### src/rtl/ksc_pkg.sv
// Shared types and constants of the keyed substitution cipher.
package ksc_pkg;

  localparam int BYTE_W    = 8;
  localparam int KEY_LEN_W = 9;
  localparam int FUNC_W    = 2;

  // Substitution table geometry.
  localparam int TABLE_SIZE = 254;
  localparam int TBL_AW     = 8;
  localparam logic [TBL_AW-1:0] TBL_LAST = TBL_AW'(TABLE_SIZE - 1);

  // Item functions.
  localparam logic [FUNC_W-1:0] FUNC_LOAD_TABLE = 2'd0;
  localparam logic [FUNC_W-1:0] FUNC_LOAD_KEY   = 2'd1;
  localparam logic [FUNC_W-1:0] FUNC_ENCRYPT    = 2'd2;
  localparam logic [FUNC_W-1:0] FUNC_DECRYPT    = 2'd3;

  // Result status codes.
  localparam logic STATUS_OK        = 1'b0;
  localparam logic STATUS_NOT_FOUND = 1'b1;

  // Register index decoded from the word address.
  localparam logic REG_KEY_LENGTH = 1'b0;

  // Commands from the controller to the datapath.
  typedef struct packed {
    logic accept;     // input beat taken this cycle
    logic key_cap;    // password byte is on the key memory output
    logic step;       // advance the table search by one entry
    logic res_enc;    // table output is the cipher byte
    logic res_found;  // search hit: form the plain byte
    logic res_miss;   // search ran off the table end
    logic out_load;   // move the result into the output register
  } ctrl_t;

  // Status from the datapath to the controller.
  typedef struct packed {
    logic in_load;    // the offered input beat is a load item
    logic is_enc;     // the item in work is an encrypt
    logic hit;        // table entry on the memory output matches
    logic last;       // the entry examined is the last of the table
    logic out_busy;   // output register holds a beat that is not taken
  } sts_t;

endpackage

### src/rtl/ksc_ctrl.sv
// Controller state machine that sequences load, encrypt and decrypt items.
module ksc_ctrl import ksc_pkg::*; (
  input  logic  clk,
  input  logic  rst_n,
  input  logic  in_tvalid,
  output logic  in_tready,
  input  sts_t  sts,
  output ctrl_t cmd
);

  localparam logic [2:0] S_IDLE   = 3'd0;
  localparam logic [2:0] S_KEY    = 3'd1;
  localparam logic [2:0] S_ENC    = 3'd2;
  localparam logic [2:0] S_SEARCH = 3'd3;
  localparam logic [2:0] S_FINISH = 3'd4;

  logic [2:0] state_r;
  logic [2:0] state_nxt;

  always_comb begin
    state_nxt = state_r;
    cmd       = '0;
    in_tready = 1'b0;
    unique case (state_r)
      S_IDLE: begin
        in_tready  = 1'b1;
        cmd.accept = in_tvalid;
        if (in_tvalid) begin
          state_nxt = sts.in_load ? S_FINISH : S_KEY;
        end
      end
      S_KEY: begin
        cmd.key_cap = 1'b1;
        state_nxt   = sts.is_enc ? S_ENC : S_SEARCH;
      end
      S_ENC: begin
        cmd.res_enc = 1'b1;
        state_nxt   = S_FINISH;
      end
      S_SEARCH: begin
        if (sts.hit) begin
          cmd.res_found = 1'b1;
          state_nxt     = S_FINISH;
        end else if (sts.last) begin
          cmd.res_miss = 1'b1;
          state_nxt    = S_FINISH;
        end else begin
          cmd.step = 1'b1;
        end
      end
      S_FINISH: begin
        if (!sts.out_busy) begin
          cmd.out_load = 1'b1;
          state_nxt    = S_IDLE;
        end
      end
      default: begin
        state_nxt = S_IDLE;
      end
    endcase
  end

  always_ff @(posedge clk) begin
    if (!rst_n) begin
      state_r <= S_IDLE;
    end else begin
      state_r <= state_nxt;
    end
  end

  a_out_load_free: assert property (@(posedge clk) disable iff (!rst_n)
    cmd.out_load |-> !sts.out_busy)
    else $error("result loaded over a beat that was not taken");

  a_no_step_past_end: assert property (@(posedge clk) disable iff (!rst_n)
    cmd.step |-> !sts.last)
    else $error("table search stepped past the last entry");

  a_cipher_goes_to_key: assert property (@(posedge clk) disable iff (!rst_n)
    (cmd.accept && !sts.in_load) |=> (state_r == S_KEY))
    else $error("cipher item did not fetch its password byte");

  a_one_result: assert property (@(posedge clk) disable iff (!rst_n)
    $onehot0({cmd.res_enc, cmd.res_found, cmd.res_miss, cmd.accept}))
    else $error("more than one result source in one cycle");

  a_one_item: assert property (@(posedge clk) disable iff (!rst_n)
    cmd.accept |=> !in_tready)
    else $error("second item taken while one is in work");

endmodule

### config.mk
export PLATFORM = sky130hd
export DESIGN_NAME = ksc_ctrl
export DESIGN_NICKNAME = d
export VERILOG_FILES = /design/src/rtl/ksc_pkg.sv /design/src/rtl/ksc_ctrl.sv
export SDC_FILE = /design/constraint.sdc
export NUM_CORES = 1
export LEC_CHECK = 0
export BUFFER_PORTS_ARGS = -buffer_cell sky130_fd_sc_hd__buf_4
export CORE_AREA = 4 4 41 43
export CTS_CLUSTER_DIAMETER = 150
export CTS_CLUSTER_SIZE = 40
export DETAILED_ROUTE_END_ITERATION = 8
export DIE_AREA = 0 0 45 47
export GPL_ROUTABILITY_DRIVEN = 1
export GPL_TIMING_DRIVEN = 0
export HOLD_SLACK_MARGIN = 0.05
export PLACE_DENSITY = 0.51
export SETUP_SLACK_MARGIN = 0.05
export SYNTH_ARGS = -nofsm -noshare
export SYNTH_HDL_FRONTEND = slang
export SYNTH_SLANG_ARGS = --single-unit
export TNS_END_PERCENT = 1
### constraint.sdc
create_clock -name clk -period 1.35 [get_ports clk]
set_input_delay 0.0675 -clock clk [delete_from_list [all_inputs] [get_ports clk]]
set_output_delay 0.0675 -clock clk [all_outputs]
set_load 0.05 [all_outputs]
After elaboration in Yosys (flattened, before gate mapping). Index checks and enable logic that the tools add are counted.

Equality and inequality tests: 7. Muxes and demuxes: 20. Multipliers: 0. Shift-type cells: 0. Bitwise operators: 0. Div/mod/pow operators: 0. Reduce and logical (&&, ||, !) cells: 2. Add/sub/neg operators: 0. Order comparisons: 0.

Operators with widths (number): 2-to-1 mux 3 bit (5); one-hot mux 3 bit (5 select lines) (1); 2-to-1 mux 1 bit (13); equality test 3 x 2 -> 1 bit (second input constant) (2); != test 2 bit (second input constant) (2); equality test 3 x 1 -> 1 bit (second input constant) (1); equality test 3 bit (second input constant) (1); zero test 3 bit (1); != test 3 bit (second input constant) (1); AND reduction 3 bit (1); 2-to-1 mux 2 bit (1).

Register bits: 3. Memories: 0. Bits in read-only memories: 0. Bits in latches: 0. Memory bits (writable): 0.

Longest topological paths before layout. Gate-level depths: netlist of run 1.

Word-level depth: 3. Gate-level depth with buffers: 4.

Worst setup path before layout of run 1. OpenSTA, ideal clock, no wires.

Path type: flip-flop to output port. From: register state_r[2]. To: output port cmd[6] (netlist name). Required time: 1.283 ns. Data arrival time: 2.138 ns. Path buffers: 1. Cell stages (with the launch flop): 4. Slack: -0.855 ns. Cell sequence: dfxtp_1 buf_4 nor3_1 and2_1.

RTL lines: start: declaration (RTL line ksc_ctrl.sv:17) `logic [2:0] state_r;`; start signal: assignment (RTL line ksc_ctrl.sv:67) `state_r <= state_nxt;`; end: declaration (RTL line ksc_ctrl.sv:8) `output ctrl_t cmd`.

==> out/summary.txt, run 1 <==
Status = finished clean
Worst-Skew Late Latency = 0.23 ns
Clock root buffer master = clkbuf_4
Hpwl dp = 528 microns
Min Clock Period, post-route = 1.29 ns
Syn_area_per_cell = 8.42 sq um
Clock skew = 0.00186 ns
Initial Utilization = 19.4%
Pre-antenna DRT Iters = 4
Share of the synthesized area in the top cell type = 23.8%
Count of cell types in the netlist = 19
Max-Cap Viols = 0
Syn Inst Count = 30
Initial DRC count = 4
Final Setup Violations = 0
Routed WL per cell = 11.1 microns
Synth cell count leaders = 3 x dfxtp_1, 3 x nor2_1
Die height = 47 microns
Max reg flops = 3
I/O pin cnt = 16
Largest net degree at the start of global routing = 11
Critical setup path kind = reg2out
CTS tree = yes
Hold WS = 0.0776 ns
Routability congestion estimate from global placement = 0.673
CORE AREA = 1300 sq um
DRC violations left = 0
Slew Viols, Final = 0
Clk pin slew, worst setup/hold paths = 0.04 ns
First-pass GRT wire length = 1.20 mm
Largest registers = state_r x3
F_max = 772 MHz
Vias in the first global route = 284
Total track usage = 8.06%
Port-buffer cells = 15
Die area = 2120 sq um
DRT Wirelength = 731 microns
Initial antenna violation count = 0
Asr flop ratio synth = 0%
Worst slew pin tran = 0.228 ns
Setup tns final = 0 ns
Syn nets = 38
Endpoints failing hold = 0
Non-filler cells, final = 66
Dpl cells = 60
Period utilization = 95.9%
Crit end category = output port
Hold Path Class = in2reg
Nets = 60
#FFs+latches synth = 3
Row count = 13
Synth top area cells = dfxtp_1 24%, and4bb_1 9.9%, and4b_1 7.9%, o41ai_2 6.4%, nor2b_4 5.4%
Mapped cell area = 253 sq um
Crit Path Max Fanout = 8
Vias = 304
Post-synth EDFFs = 0
GRT Residual Overflow = 0
Sequential area share after synthesis = 23.8%
Post-route antenna net violation count = 0
Most flops, register = state_r
CTS buffer count = 3
Die X-Extent = 45 microns
Post-layout util = 37.4%
Longest Clk Path Bufs = 2
Area grow syn2layout = 92.6%
Setup crit start kind = register
Clk sinks = 3
Unrepaired setup endpoints after global routing = true
H-tree Lvls = 1
Area leader, netlist = dfxtp_1
Antenna cells = 0
WP data required = 1.28 ns
Share of cells above drive strength 1 = 58.8%
Vias per std cell = 4.61
Slew HR = 84.6%
P per Cell Area = 969 nW/um^2
CP arrival = 1.23 ns
Peak VDD IR = 0.330 mV
Pleak = 0.236 nW
Synth warn = 0
Synth Flop Type = dfxtp_1
==> final timing paths <==
check,from,endpoint,slack [ns],depth (start not counted)
setup / recovery,state_r[1]$_SDFFE_PN0P_,cmd[4],0.06,3
hold / removal,rst_n,state_r[0]$_SDFFE_PN0P_,0.08,2
setup reg to reg,state_r[2]$_SDFFE_PN0P_,state_r[0]$_SDFFE_PN0P_,0.16,5
hold reg to reg,state_r[2]$_SDFFE_PN0P_,state_r[2]$_SDFFE_PN0P_,0.61,2
==> cells in the final DEF, fill, tap and decap left out, types with 2 or more instances in the layout <==
cell type  netlist  final
a21oi_1          2      2
and2_1           2      2
and4b_1          2      2
and4bb_1         2      2
buf_4            1     13
buf_6            0      6
clkbuf_4         0      3
dfxtp_1          3      2
nor2b_1          2      2
o21ai_0          2      2
==> repair_timing <==
action	CTS	global route
setup buffers	1	1
setup endpoints to repair	5	5
hold buffers	0	0
pin swaps	0	0
gates resized for setup	7	7
==> critical path, stage by stage (launching register included) <==
cell and delay, ns:
dfxtp_4 0.40, nor2b_4 0.18, and4bb_1 0.24, buf_6 0.17
==> report_power, final <==
group          leakage (nW)  switching (mW)  internal, mW
clock                0.0150          0.0472         0.111
sequential           0.0253         0.00782        0.0966
combinational         0.196           0.121        0.0886
==> through the flow <==
stage,cell area (sq um),total power [mW],worst slack [ns]
2_1_floorplan,269,0.235,-0.166
4_1_cts,454,0.465,0.0470
3_3_place_gp,400,0.292,0.0940
6_report,487,0.472,0.0553
5_1_grt,487,0.509,-0.00736
3_5_place_dp,400,0.292,0.0979
==> area by class of cell <==
class                   count  area (sq um)
plain buffers               2          18.8
multi-input cells          24           209
flip-flops and latches      3          63.8
repair buffers             17           146
well taps                  15          18.8
clock buffers               4          26.3
inverters                   1          3.75
fillers                   155           815
==> layer usage <==
metal	GRT usage [%]	vias to the layer above	part of all wire (%)
li1	-	153	-
met1	10.7	134	45
met2	10.7	17	41
met3	3.07	0	13
met4	5.26	0	0
met5	0	-	0
==> cell families (layout without fill, tap and decap cells) <==
logic type / after synthesis / in the layout / share of synthesized area, %
AND/OR/NAND/NOR: 18 / 18 / 51.0
AO/OA/AOI/OAI: 6 / 6 / 18.8
flip-flops: 3 / 3 / 23.8
buffers and inverters: 3 / 24 / 6.43
Power figures use the tool's default switching activity.
==> run 2: changes to the inputs <==
Clock period 1.35 ns to 1.6 ns, I/O delays scaled along.
==> run 2 against run 1 <==
Register-to-register slack better by 0.26 ns. Worst setup slack better by 0.12 ns. Routed wire length decreased by 2.3%. Sequential power shrank 17%. Via count is 3.9% lower. Critical path depth did not move. Sequential share of layout area increased by 1.3 points. Combinational power decreased by 27%. Clock power shrank 16%. Critical path type unchanged. Critical endpoint unchanged. Largest power group unchanged.
==> out/summary.txt, run 2 (synthesis results as in run 1) <==
Unrepaired setup endpoints after global routing = false
Setup crit start kind = register
Nets = 58
Most flops, register = state_r
Largest net degree at the start of global routing = 11
Sw Share = 37.5%
Area grow syn2layout = 64.4%
Placed cell areas = 389 sq um
Die area = 2120 sq um
F_max = 702 MHz
Worst path max stage delay = 0.45 ns
Hold WS = 0.0943 ns
Routability congestion estimate from global placement = 0.638
Die X-Extent = 45 microns
Clock root buffer master = clkbuf_4
Largest registers = state_r x3
Initial antenna violation count = 0
Hold buffers post-CTS = 0
Switching Power = 140 uW
First-pass GRT wire length = 1.26 mm
Crit Path Max Fanout = 8
Hold-critical path depth = 2
Pleak = 0.212 nW
Die height = 47 microns
Clock skew = 0.000152 ns
Vias in the first global route = 305
Slew Viols, Final = 0
Most common cell after layout, fill and taps aside = buf_4
Max-Cap Viols = 0
Min Clock Period, post-route = 1.43 ns
Port-buffer cells = 15
Period utilization = 89.1%
Initial DRC count = 5
Final Setup Violations = 0
GRT Residual Overflow = 0
Initial Utilization = 19.4%
Endpoints failing hold = 0
Int Power = 233 uW
Share of cells above drive strength 1 = 49.0%
Critical setup path kind = reg2out
Sequential Power Share = 23.3%
Total track usage = 8.21%
P per Cell Area = 896 nW/um^2
Pre-antenna DRT Iters = 2
Post-route cell area = 415 sq um
Clk pin slew, worst setup/hold paths = 0.04 ns
Non-filler cells, final = 64
Comb pwr share = 40.9%
Clock network power share = 35.8%
Hpwl dp = 521 microns
Final worst setup slack = 0.175 ns
Routed WL per cell = 11.2 microns
Met3 routed WL = 30 microns
Vias per std cell = 4.56
Worst slew pin tran = 0.258 ns
Antenna cells = 0
Slew HR = 82.8%
Hold Path Class = in2reg
Dpl cells = 60
H-tree Lvls = 1
Peak VDD IR = 0.215 mV
CP Cell Sequence = nor2b_4, and4bb_1, buf_4
Crit end category = output port
CP arrival = 1.35 ns
Row count = 13
Status = finished clean
Top sig layer = met3
I/O pin cnt = 16
Slowest-stage cell, CP = dfxtp_1
Post-cts sizing count = 0
DRC violations left = 0
CTS tree = yes
Post-route antenna net violation count = 0
Critical Path Stages = 3
Met1 wire length = 349 microns
Place WS = 0.402 ns
Post-layout util = 31.9%
CTS buffer count = 3
Met2 routed WL = 334 microns
WP data required = 1.52 ns
Worst-Skew Late Latency = 0.23 ns
CORE AREA = 1300 sq um
Max reg flops = 3
Clk sinks = 3
Vias = 292
Worst reg-to-reg path cell count = 4
Most frequent cells in the layout = 16 x buf_4, 3 x nor2_1, 3 x clkbuf_4, 3 x dfxtp_1
Longest Clk Path Bufs = 2
Buf+Inv Stages, Crit Path = 1
Post-CTS Setup Inserts = 0
DRT Wirelength = 714 microns
Top delay family on crit path = flip-flops
[run 2: cell types whose count changed in the layout (fill, tap and decap cells not counted)]
| cell | before | now |
|---|---|---|
| nor2_4 | 1 | 0 |
| dfxtp_4 | 1 | 0 |
| buf_4 | 13 | 16 |
| nor3b_1 | 0 | 1 |
| dfxtp_1 | 2 | 3 |
| nor3_2 | 0 | 1 |
| nor3b_4 | 1 | 0 |
| clkbuf_2 | 0 | 1 |
| nor2_2 | 1 | 0 |
| buf_6 | 6 | 0 |
| nor2_1 | 1 | 3 |
| nor3_4 | 1 | 0 |
[run 2: worst paths after layout]
kind	from	endpoint	slack [ns]
setup / recovery	state_r[1]$_SDFFE_PN0P_	cmd[4]	0.17
hold / removal	rst_n	state_r[0]$_SDFFE_PN0P_	0.09
setup reg to reg	state_r[0]$_SDFFE_PN0P_	state_r[0]$_SDFFE_PN0P_	0.42
hold reg to reg	state_r[2]$_SDFFE_PN0P_	state_r[2]$_SDFFE_PN0P_	0.61
[run 2: final cells by class]
class / count / area, sq um
flip-flops and latches: 3 / 60.1
inverters: 1 / 3.75
fillers: 146 / 886
plain buffers: 2 / 12.5
well taps: 15 / 18.8
clock buffers: 4 / 26.3
repair buffers: 15 / 113
multi-input cells: 24 / 181
[run 2: worst register-to-register path, delay by kind of cell, from the launching register on]
family | cells | cell delay, ns
buffers and inverters | 1 | 0.18
AND/OR/NAND/NOR | 1 | 0.18
flip-flops | 1 | 0.30
AO/OA/AOI/OAI | 2 | 0.40
[run 2: power by group through the flow]
stage          registers, mW  logic [mW]  clock network, mW
6_report              0.0866       0.152              0.133
5_1_grt               0.0879       0.165              0.145
4_1_cts               0.0869       0.153              0.140
3_5_place_dp          0.0880       0.152                  0
3_3_place_gp          0.0880       0.153                  0
2_1_floorplan         0.0868       0.105                  0
[run 2: per-layer routing]
metal | vias to the layer above | GRT usage [%]
met5 | - | 0
met2 | 10 | 11.9
li1 | 152 | -
met4 | 0 | 7.02
met1 | 130 | 10.7
met3 | 0 | 1.15
[run 2: through the flow]
stage                     total power, mW  setup TNS, ns
after floorplan                     0.192         -0.288
after global placement              0.241              0
after detailed placement            0.240              0
after CTS                           0.380              0
after global routing                0.398              0
final                               0.372              0
==> run 3: changes to the inputs <==
Settings changed: PLACE_DENSITY 0.51 to default.
==> run 3 against run 2 <==
Clock power hardly changed. Cell count stayed put. Largest cell class unchanged. Sequential share of layout area stayed put. Sequential power hardly changed. Clock skew is 0.0017 ns higher. Critical endpoint unchanged. Critical path depth stayed put. Non-clock buffer count stayed put. Clock-buffer cell count stayed put. Fmax is 0.37% lower. Core utilization stayed put.
==> out/summary.txt, run 3 (synthesis results as in run 1) <==
Int Power = 232 uW
Most frequent cells in the layout = 16 x buf_4, 3 x nor2_1, 3 x clkbuf_4, 3 x dfxtp_1
H-tree Lvls = 1
Hold WS = 0.0851 ns
CORE AREA = 1300 sq um
Slew Viols, Final = 0
Endpoints failing hold = 0
Area taken by multi-input logic gates = 181 sq um
Post-cts sizing count = 0
Largest net degree at the start of global routing = 11
Share of cells above drive strength 1 = 49.0%
Max-Cap Viols = 0
Sw Share = 37.1%
Endpoint of the worst hold path = state_r[0]$_SDFFE_PN0P_
DRT Wirelength = 677 microns
Hold Path Class = in2reg
Largest registers = state_r x3
Nets = 58
Row count = 13
Hold-critical path depth = 2
Placed cell areas = 389 sq um
Setup crit start kind = register
Fillers = 161
Port-buffer cells = 15
Worst-Skew Late Latency = 0.23 ns
CP arrival = 1.35 ns
Hold buffers post-CTS = 0
Switching Power = 137 uW
Slew HR = 81.8%
Max reg flops = 3
Unrepaired setup endpoints after global routing = false
Comb pwr share = 40.5%
CTS tree = yes
F_max = 699 MHz
Longest Clk Path Bufs = 2
Most common cell after layout, fill and taps aside = buf_4
Sequential cell area = 60.1 sq um
Worst slew pin tran = 0.273 ns
I/O pin cnt = 16
Status = finished clean
Pleak = 0.212 nW
Vias in the first global route = 295
Internal reg-to-reg setup slack = 0.47 ns
Clock skew = 0.00190 ns
Total track usage = 8.04%
Pre-antenna DRT Iters = 4
P per Cell Area = 890 nW/um^2
Critical setup path kind = reg2out
Worst r2r dst = state_r[0]$_SDFFE_PN0P_
Routed WL per cell = 10.6 microns
Clock root buffer master = clkbuf_4
Antenna cells = 0
Peak VDD IR = 0.243 mV
Clk pin slew, worst setup/hold paths = 0.04 ns
Vias = 293
Die height = 47 microns
Post-route antenna net violation count = 0
Post-route cell area = 415 sq um
Initial DRC count = 3
Sequential Power Share = 23.5%
CTS buffer count = 3
Initial Utilization = 19.4%
Area grow syn2layout = 64.4%
DRC violations left = 0
Vias per std cell = 4.58
Routability congestion estimate from global placement = 0.684
Die area = 2120 sq um
Crit Path Max Fanout = 8
Final Setup Violations = 0
Clock network power share = 36.0%
Clk sinks = 3
WP data required = 1.52 ns
Min Clock Period, post-route = 1.43 ns
Worst reg-to-reg path cell count = 4
Crit end category = output port
Die X-Extent = 45 microns
Hpwl dp = 523 microns
GRT Residual Overflow = 0
Most flops, register = state_r
Initial antenna violation count = 0
First-pass GRT wire length = 1.18 mm
Period utilization = 89.4%
Post-layout util = 31.9%
Worst r2r src = state_r[0]$_SDFFE_PN0P_
Hold Startpoint = rst_n
Post-CTS Setup Inserts = 0
==> run 3: cell counts in the layout (fill, tap and decap cells not counted) <==
Identical to the previous run, type by type.
==> run 3: final cells by class <==
| class | count | area share [%] |
|---|---|---|
| Inverter | 1 | 0.904 |
| Timing Repair Buffer | 15 | 27.1 |
| Multi-Input combinational cell | 24 | 43.7 |
| Clock buffer | 4 | 6.33 |
| Tap cell | 15 | 4.52 |
| Buffer | 2 | 3.01 |
| Sequential cell | 3 | 14.5 |
==> run 3: power groups by stage <==
| stage | clock network (mW) | logic (mW) | registers, mW |
|---|---|---|---|
| after floorplan | 0 | 0.105 | 0.0868 |
| after global placement | 0 | 0.151 | 0.0879 |
| after detailed placement | 0 | 0.151 | 0.0878 |
| after CTS | 0.141 | 0.152 | 0.0866 |
| after global routing | 0.151 | 0.160 | 0.0876 |
| final | 0.133 | 0.150 | 0.0868 |
==> run 3: worst max-delay path, cell delays in order (launching register included) <==
cell and delay (ns):
dfxtp_1 0.46, nor2b_4 0.22, and4bb_1 0.23, buf_4 0.21
==> run 3: worst max-delay path by stage <==
| stage | from | end | cells after the start |
|---|---|---|---|
| 3_5_place_dp | state_r[1]$_SDFFE_PN0P_ | cmd[4] | 3 |
| 2_1_floorplan | state_r[2]$_SDFFE_PN0P_ | cmd[6] | 3 |
| 5_1_grt | state_r[1]$_SDFFE_PN0P_ | cmd[4] | 3 |
| 3_3_place_gp | state_r[1]$_SDFFE_PN0P_ | cmd[4] | 3 |
| 4_1_cts | state_r[1]$_SDFFE_PN0P_ | cmd[4] | 3 |
| 6_report | state_r[1]$_SDFFE_PN0P_ | cmd[4] | 3 |
==> run 3: through the flow <==
step	worst slack (ns)	instances	power [mW]	setup TNS, ns
after floorplan	-0.152	30	0.192	-0.288
after global placement	0.403	60	0.239	0
after detailed placement	0.417	60	0.239	0
after CTS	0.155	64	0.380	0
after global routing	0.0930	64	0.399	0
final	0.169	64	0.370	0
==> run 3: metal layers <==
layer	GRT usage (%)	vias to the layer above	wire, microns
li1	-	150	-
met1	9.50	131	309
met2	11.6	12	299
met3	2.68	0	69
met4	7.02	0	0
met5	0	-	0
